===== config.mk =====
export PLATFORM = sky130hd
export DESIGN_NAME = msp_rfc_core_flat
export DESIGN_NICKNAME = d
export VERILOG_FILES = /design/src/design/msp_rfc_pkg.sv /design/src/design/msp_rfc_if.sv /design/src/design/msp_rfc_core.sv /design/src/flat_wrapper.sv
export SDC_FILE = /design/constraint.sdc
export NUM_CORES = 1
export LEC_CHECK = 0
export ABC_AREA = 1
export BUFFER_PORTS_ARGS = -buffer_cell sky130_fd_sc_hd__buf_2
export CAP_MARGIN = 20
export CELL_PAD_IN_SITES_DETAIL_PLACEMENT = 0
export CELL_PAD_IN_SITES_GLOBAL_PLACEMENT = 1
export CORE_MARGIN = 1.5
export CORE_UTILIZATION = 40
export DETAILED_ROUTE_END_ITERATION = 6
export PLACE_DENSITY = 0.87
export SYNTH_ARGS = -nofsm -noshare
export SYNTH_HDL_FRONTEND = slang
export SYNTH_SLANG_ARGS = --single-unit

===== constraint.sdc =====
create_clock -name clk_i -period 3.88 [get_ports clk_i]
set_clock_uncertainty 0.1 [all_clocks]
set_input_delay 0.97 -clock clk_i [delete_from_list [all_inputs] [get_ports clk_i]]
set_output_delay 0.97 -clock clk_i [all_outputs]
set_load 0.03 [all_outputs]

===== src/design/msp_rfc_pkg.sv =====
// Types and constants of the response frame checker.
// No dependencies.
package msp_rfc_pkg;

  localparam logic [7:0] DirReply   = 8'h3E;  // '>'
  localparam int unsigned PosW      = 9;
  localparam logic [PosW-1:0] PosDirection = 9'd2;
  localparam logic [PosW-1:0] PosSize      = 9'd3;
  localparam logic [PosW-1:0] PosCommand   = 9'd4;
  localparam logic [PosW-1:0] PosPayload   = 9'd5;

  localparam int unsigned AddrW = 3;
  localparam logic RegCommand = 1'b0;
  localparam logic RegSize    = 1'b1;

  typedef enum logic [2:0] {
    ST_OK       = 3'd0,
    ST_SHORT    = 3'd1,
    ST_HEADER   = 3'd2,
    ST_SIZE     = 3'd3,
    ST_CHECKSUM = 3'd4
  } status_e;

  typedef struct packed {
    logic [7:0] expected_command;
    logic [7:0] expected_payload_size;
  } cfg_t;

endpackage


===== src/design/msp_rfc_if.sv =====
// Valid/ready channels of the response frame checker: received bytes in,
// payload bytes and frame status out. No dependencies.
interface msp_rfc_in_if;
  logic       valid;
  logic       ready;
  logic [7:0] rx_byte;
  logic       window_closed;

  modport source (output valid, output rx_byte, output window_closed, input ready);
  modport sink   (input valid, input rx_byte, input window_closed, output ready);
endinterface

interface msp_rfc_out_if;
  logic       valid;
  logic       ready;
  logic       is_status;
  logic [7:0] payload_byte;
  logic [2:0] frame_status;

  modport source (output valid, output is_status, output payload_byte,
                  output frame_status, input ready);
  modport sink   (input valid, input is_status, input payload_byte,
                  input frame_status, output ready);
endinterface


===== src/design/msp_rfc_core.sv =====
// Frame checker datapath: input register, frame state, result register.
// Depends on msp_rfc_pkg and the channel interfaces.
module msp_rfc_core (
  input  logic              clk_i,
  input  logic              rst_ni,
  input  msp_rfc_pkg::cfg_t cfg_i,
  msp_rfc_in_if.sink        in_i,
  msp_rfc_out_if.source     out_o
);
  import msp_rfc_pkg::*;

  // input register
  logic            s1_valid_q, s1_valid_d;
  logic [7:0]      s1_byte_q;
  logic            s1_closed_q;

  // frame state
  logic [PosW-1:0] pos_q, pos_d;
  logic [7:0]      xor_q, xor_d;
  logic            hdr_bad_q, hdr_bad_d;
  logic            size_bad_q, size_bad_d;

  // result register
  logic            o_valid_q, o_valid_d;
  logic            o_status_q;
  logic [7:0]      o_byte_q;
  status_e         o_code_q;

  logic            in_fire, s1_fire, out_free, has_res, res_status;
  logic [PosW-1:0] last_pos;
  status_e         res_code;
  logic [7:0]      res_byte;

  assign last_pos = PosPayload + {1'b0, cfg_i.expected_payload_size};
  assign out_free = !o_valid_q || out_o.ready;
  assign has_res  = s1_closed_q || (pos_q >= PosPayload);
  assign s1_fire  = s1_valid_q && (!has_res || out_free);
  assign in_i.ready = !s1_valid_q || s1_fire;
  assign in_fire  = in_i.valid && in_i.ready;

  always_comb begin
    pos_d      = pos_q;
    xor_d      = xor_q;
    hdr_bad_d  = hdr_bad_q;
    size_bad_d = size_bad_q;
    res_status = 1'b0;
    res_code   = ST_OK;
    res_byte   = s1_byte_q;
    if (s1_closed_q || pos_q >= last_pos) begin
      res_status = 1'b1;
      res_byte   = '0;
      if (s1_closed_q)                res_code = ST_SHORT;
      else if (hdr_bad_q)             res_code = ST_HEADER;
      else if (size_bad_q)            res_code = ST_SIZE;
      else if (xor_q != s1_byte_q)    res_code = ST_CHECKSUM;
      else                            res_code = ST_OK;
      pos_d      = '0;
      xor_d      = '0;
      hdr_bad_d  = 1'b0;
      size_bad_d = 1'b0;
    end else begin
      pos_d = pos_q + 1'b1;
      if (pos_q == PosDirection) begin
        if (s1_byte_q != DirReply) hdr_bad_d = 1'b1;
      end else if (pos_q == PosSize) begin
        if (s1_byte_q != cfg_i.expected_payload_size) size_bad_d = 1'b1;
        xor_d = s1_byte_q;
      end else if (pos_q == PosCommand) begin
        if (s1_byte_q != cfg_i.expected_command) hdr_bad_d = 1'b1;
        xor_d = xor_q ^ s1_byte_q;
      end else if (pos_q >= PosPayload) begin
        xor_d = xor_q ^ s1_byte_q;
      end
    end
  end

  always_comb begin
    s1_valid_d = s1_valid_q;
    if (in_fire)      s1_valid_d = 1'b1;
    else if (s1_fire) s1_valid_d = 1'b0;
    o_valid_d = o_valid_q;
    if (s1_fire && has_res) o_valid_d = 1'b1;
    else if (out_o.ready)   o_valid_d = 1'b0;
  end

  always_ff @(posedge clk_i or negedge rst_ni) begin
    if (!rst_ni) begin
      s1_valid_q <= 1'b0;
      o_valid_q  <= 1'b0;
      pos_q      <= '0;
      xor_q      <= '0;
      hdr_bad_q  <= 1'b0;
      size_bad_q <= 1'b0;
    end else begin
      s1_valid_q <= s1_valid_d;
      o_valid_q  <= o_valid_d;
      if (s1_fire) begin
        pos_q      <= pos_d;
        xor_q      <= xor_d;
        hdr_bad_q  <= hdr_bad_d;
        size_bad_q <= size_bad_d;
      end
    end
  end

  always_ff @(posedge clk_i) begin
    if (in_fire) begin
      s1_byte_q   <= in_i.rx_byte;
      s1_closed_q <= in_i.window_closed;
    end
    if (s1_fire && has_res) begin
      o_status_q <= res_status;
      o_byte_q   <= res_byte;
      o_code_q   <= res_code;
    end
  end

  assign out_o.valid        = o_valid_q;
  assign out_o.is_status    = o_status_q;
  assign out_o.payload_byte = o_byte_q;
  assign out_o.frame_status = o_code_q;

endmodule

===== src/flat_wrapper.sv =====
// flat-port wrapper written by rule: the top's interface ports become plain ports
module msp_rfc_core_flat import msp_rfc_pkg::*;
  (clk_i, rst_ni, cfg_i, in_i_valid, in_i_rx_byte, in_i_window_closed, in_i_ready, out_o_valid, out_o_is_status, out_o_payload_byte, out_o_frame_status, out_o_ready);
  msp_rfc_in_if in_i_i ();
  msp_rfc_out_if out_o_i ();
  input  logic clk_i;
  input  logic rst_ni;
  input  msp_rfc_pkg::cfg_t cfg_i;
  input wire logic [$bits(in_i_i.valid)-1:0] in_i_valid;
  input wire logic [$bits(in_i_i.rx_byte)-1:0] in_i_rx_byte;
  input wire logic [$bits(in_i_i.window_closed)-1:0] in_i_window_closed;
  output wire logic [$bits(in_i_i.ready)-1:0] in_i_ready;
  output wire logic [$bits(out_o_i.valid)-1:0] out_o_valid;
  output wire logic [$bits(out_o_i.is_status)-1:0] out_o_is_status;
  output wire logic [$bits(out_o_i.payload_byte)-1:0] out_o_payload_byte;
  output wire logic [$bits(out_o_i.frame_status)-1:0] out_o_frame_status;
  input wire logic [$bits(out_o_i.ready)-1:0] out_o_ready;
  assign in_i_i.valid = in_i_valid;
  assign in_i_i.rx_byte = in_i_rx_byte;
  assign in_i_i.window_closed = in_i_window_closed;
  assign in_i_ready = in_i_i.ready;
  assign out_o_valid = out_o_i.valid;
  assign out_o_is_status = out_o_i.is_status;
  assign out_o_payload_byte = out_o_i.payload_byte;
  assign out_o_frame_status = out_o_i.frame_status;
  assign out_o_i.ready = out_o_ready;
  msp_rfc_core u_core (.clk_i(clk_i), .rst_ni(rst_ni), .cfg_i(cfg_i), .in_i(in_i_i), .out_o(out_o_i));
endmodule

==> impl_metrics.json <==
{
  "grt_pass1_vias": 1994,
  "antenna_found_initial": 0,
  "postLayoutSetupSlackWorst_ns": 0.7410,
  "synth_top_area_cell": "edfxtp_1",
  "cts_tree": "yes",
  "path_delay_family": "simple AND/OR/NAND/NOR gates",
  "port_buffers": 42,
  "crit_type": "in2reg",
  "final_max_slew_viol_count": 0,
  "numCtsBuffers": 5,
  "insertion_delay_ns": 0.31,
  "cp_slowest_stage_delay_ns": 0.29,
  "core_mm2": 0.006459,
  "postSynthCellCount": 321,
  "floorplan.die.height_um": 85.43,
  "routed_wl_um": 5927,
  "p_switching_uw": 692.8,
  "outcome": "complete, but fails checks",
  "synth_cell_type_count": 35,
  "cts_max_path_buffers": 2,
  "synthToLayoutAreaGrowth_pct": 14.32,
  "post_cts_setup_driven_buffer_insertion_count": 0,
  "dp_cells": 432,
  "routed_via_count": 2122,
  "worst-endpoint-arrival_ns": 3.28,
  "viasPerCell": 4.823,
  "p_total_mw": 1.752,
  "cts-hold-fix-buffers": 0,
  "area_share_of_the_largest_cell_type_after_synthesis": 0.2320,
  "power.density_cell_area_mw_per_mm2": 564.1,
  "dpl_cell_area_mm2": 0.002974,
  "final_nets": 405,
  "seq_power_share": 0.391,
  "yosysWarningCount": 0,
  "cts_max_level": 2,
  "final_hold_viols": 0,
  "power.clock.fraction": 0.227,
  "p_sw_frac": 0.3953,
  "pin_count_of_the_biggest_net_entering_global_routing": 22,
  "grt-ovfl-total": 0,
  "path_common_cell": "nand2_1",
  "wire_length_of_the_first_global_routing_pass_um": 9846,
  "die-width_um": 85.43,
  "final_design_area_no_fill_mm2": 0.003107,
  "power_report.internal_total_mw": 1.060,
  "design.portCount": 43,
  "max-vdd-ir-drop_v": 0.0002758,
  "clk_pin_slew_worst_paths_ns": 0.08,
  "kind_of_end_point_of_the_critical_path": "flip-flop",
  "detailed_route_wire_length_per_cell_um": 13.47,
  "tightestPinTransition_ns": 0.5700,
  "final.setup.tns_ns": 0,
  "synth-seq-area-share": 0.4254,
  "finish.cell_count_without_fillers": 440,
  "ys_ff_latch": 42,
  "share_of_final_layout_standard_cells_stronger_than_drive_strength_1": 0.2011,
  "pwr-share-comb": 0.383,
  "cts_num_sinks": 42,
  "worstPathCellList": "buf_2, ha_1, or2_2, nand2_1, xor2_1, ha_1, nand2_1, inv_1, nand2_1, nand3_1, nand2_1, nand2_1, nor2_4, nand3_2, nand2_4, nand2_1, nand2_1",
  "fp-row-count": 29,
  "finalWeightedCongestion": 0.8274,
  "total_die_area_mm2": 0.007297,
  "hold_ws_ns": 0.3987,
  "final_worst_path_cycle_share": 0.8090,
  "global_route.usage.total": 0.1755,
  "critPathSlowestCell": "or2_2",
  "cts-root-buf": "clkbuf_8",
  "rsz_0062_raised_after_global_routing": "false",
  "num_antenna_cells": 0,
  "post_synthesis_cell_area_mm2": 0.002718,
  "postCtsResizedCells": 0,
  "worst-path-buf-inv": 2,
  "failing_checks": "design-rule violations",
  "drt_pass1_iterations": 6,
  "crit_required_ns": 4.02,
  "final_min_period_ns": 3.139,
  "leakage_nw": 1.526,
  "detail_route.iter0.violations": 77,
  "syn_nets": 364,
  "detail-route-antenna-nets": 0,
  "fmax_achieved_mhz": 318.6,
  "max_cap_viol_count": 0,
  "dpl_worst_slack_ns": 0.4519,
  "floorplan.initialDensity": 0.4208,
  "synthTopCellsByArea": "edfxtp_1, dfrtp_1, nand2_1",
  "finalSetupViolCount": 0,
  "max_slew_margin": 0.6196,
  "worst_hold_path_type": "reg2reg",
  "final_core_util": 0.4810,
  "fillerInstances": 613,
  "dp_hpwl_um": 4441,
  "drt_drc_violations_left": 2,
  "synthesis.area_per_instance_um2": 8.466,
  "crit_path_start_kind": "input pin",
  "worst-path-max-fanout": 9
}
## worst paths after layout
| path | cells past startpoint | to | slack (ns) | start |
|---|---|---|---|---|
| setup / recovery | 17 | u_core.xor_q[1] | 0.74 | cfg_i[0] |
| hold / removal | 2 | u_core.xor_q[4] | 0.40 | u_core.xor_q[4] |
| setup reg to reg | 9 | u_core.out_o.payload_byte[7] | 1.30 | u_core.pos_q[1] |
| hold reg to reg | 2 | u_core.xor_q[4] | 0.40 | u_core.xor_q[4] |
| max in group asynchronous | 1 | u_core.hdr_bad_q | 2.81 | rst_ni |
| min in group asynchronous | 1 | u_core.pos_q[2] | 0.52 | rst_ni |
## synthesized netlist by cell type, drive strengths merged
| cell | instances |
|---|---|
| o21a | 1 |
| xor2 | 15 |
| ha | 14 |
| a21o | 1 |
| a21oi | 8 |
| buf | 4 |
| inv | 36 |
| nand4 | 9 |
| o31ai | 2 |
| clkbuf | 5 |
| nor2 | 41 |
| xnor2 | 17 |
| nand3 | 19 |
| nand2 | 80 |
| nand3b | 1 |
| dfrtp | 21 |
| o22ai | 1 |
| or2 | 2 |
| o211a | 1 |
| o21ai | 15 |
| nor4 | 1 |
| edfxtp | 21 |
| clkinv | 1 |
| nor3 | 4 |
| a21boi | 1 |
## state kept, by name, summed over array words and instances (netlist names)
name and cells:
u_core.out_o.payload_byte 8, u_core.hdr_bad_q 1, u_core.size_bad_q 1, u_core.s1_valid_q 1, u_core.pos_q 9, u_core.s1_byte_q 8, u_core.out_o.is_status 1, u_core.xor_q 8
u_core.out_o.valid 1, u_core.out_o.frame_status 3, u_core.s1_closed_q 1
## cell type report
class                      count  area [um^2]  share of cell area
clock buffer                   6        93.84             0.03021
clock inverter                 2        38.79             0.01248
inverter                      37        143.9             0.04631
multi-input combinational    233         1360              0.4378
sequential                    42         1156              0.3721
tap                           77        96.34             0.03101
timing repair buffer          43        217.7             0.07008
## power by group through the flow
stage	Clock, mW	Sequential [mW]	Combinational (mW)
2_1_floorplan	0	0.715	0.501
3_3_place_gp	0	0.692	0.660
3_5_place_dp	0	0.692	0.668
4_1_cts	0.405	0.683	0.674
5_1_grt	0.420	0.699	0.774
6_report	0.397	0.685	0.671
## cell families after synthesis
kind of cell,share of synthesized area
DFF,0.4254
and+or+nand+nor,0.2666
buffers and inverters,0.07412
adders and majority gates,0.06446
AOI/OAI and AO/OA,0.06630
xor gates and xnor gates,0.1031
## layout by cell type (no fill, tap or decap), types with 5 or more instances in the layout
cell type,instances
nand3_1,17
nand2_1,74
o21ai_1,12
xor2_1,15
ha_1,14
buf_2,42
nor2_1,35
inv_1,33
edfxtp_1,21
nand4_1,9
dfrtp_1,21
clkbuf_8,5
a21oi_1,8
xnor2_1,17
## per-layer routing
metal	GRT usage	wire (um)	up-vias	share of wire
met1	0.2608	3040	954	0.51
li1	-	-	1111	-
met2	0.2563	2589	53	0.44
met3	0.03113	238	4	0.040
met5	0	0	-	0
met4	0.06158	60	0	0.010
## worst min-delay path: stages (launching register included)
cell and delay [ns]:
dfrtp_1 0.37, nand2_1 0.06, nand2_1 0.05
Power figures use the tool's default switching activity.
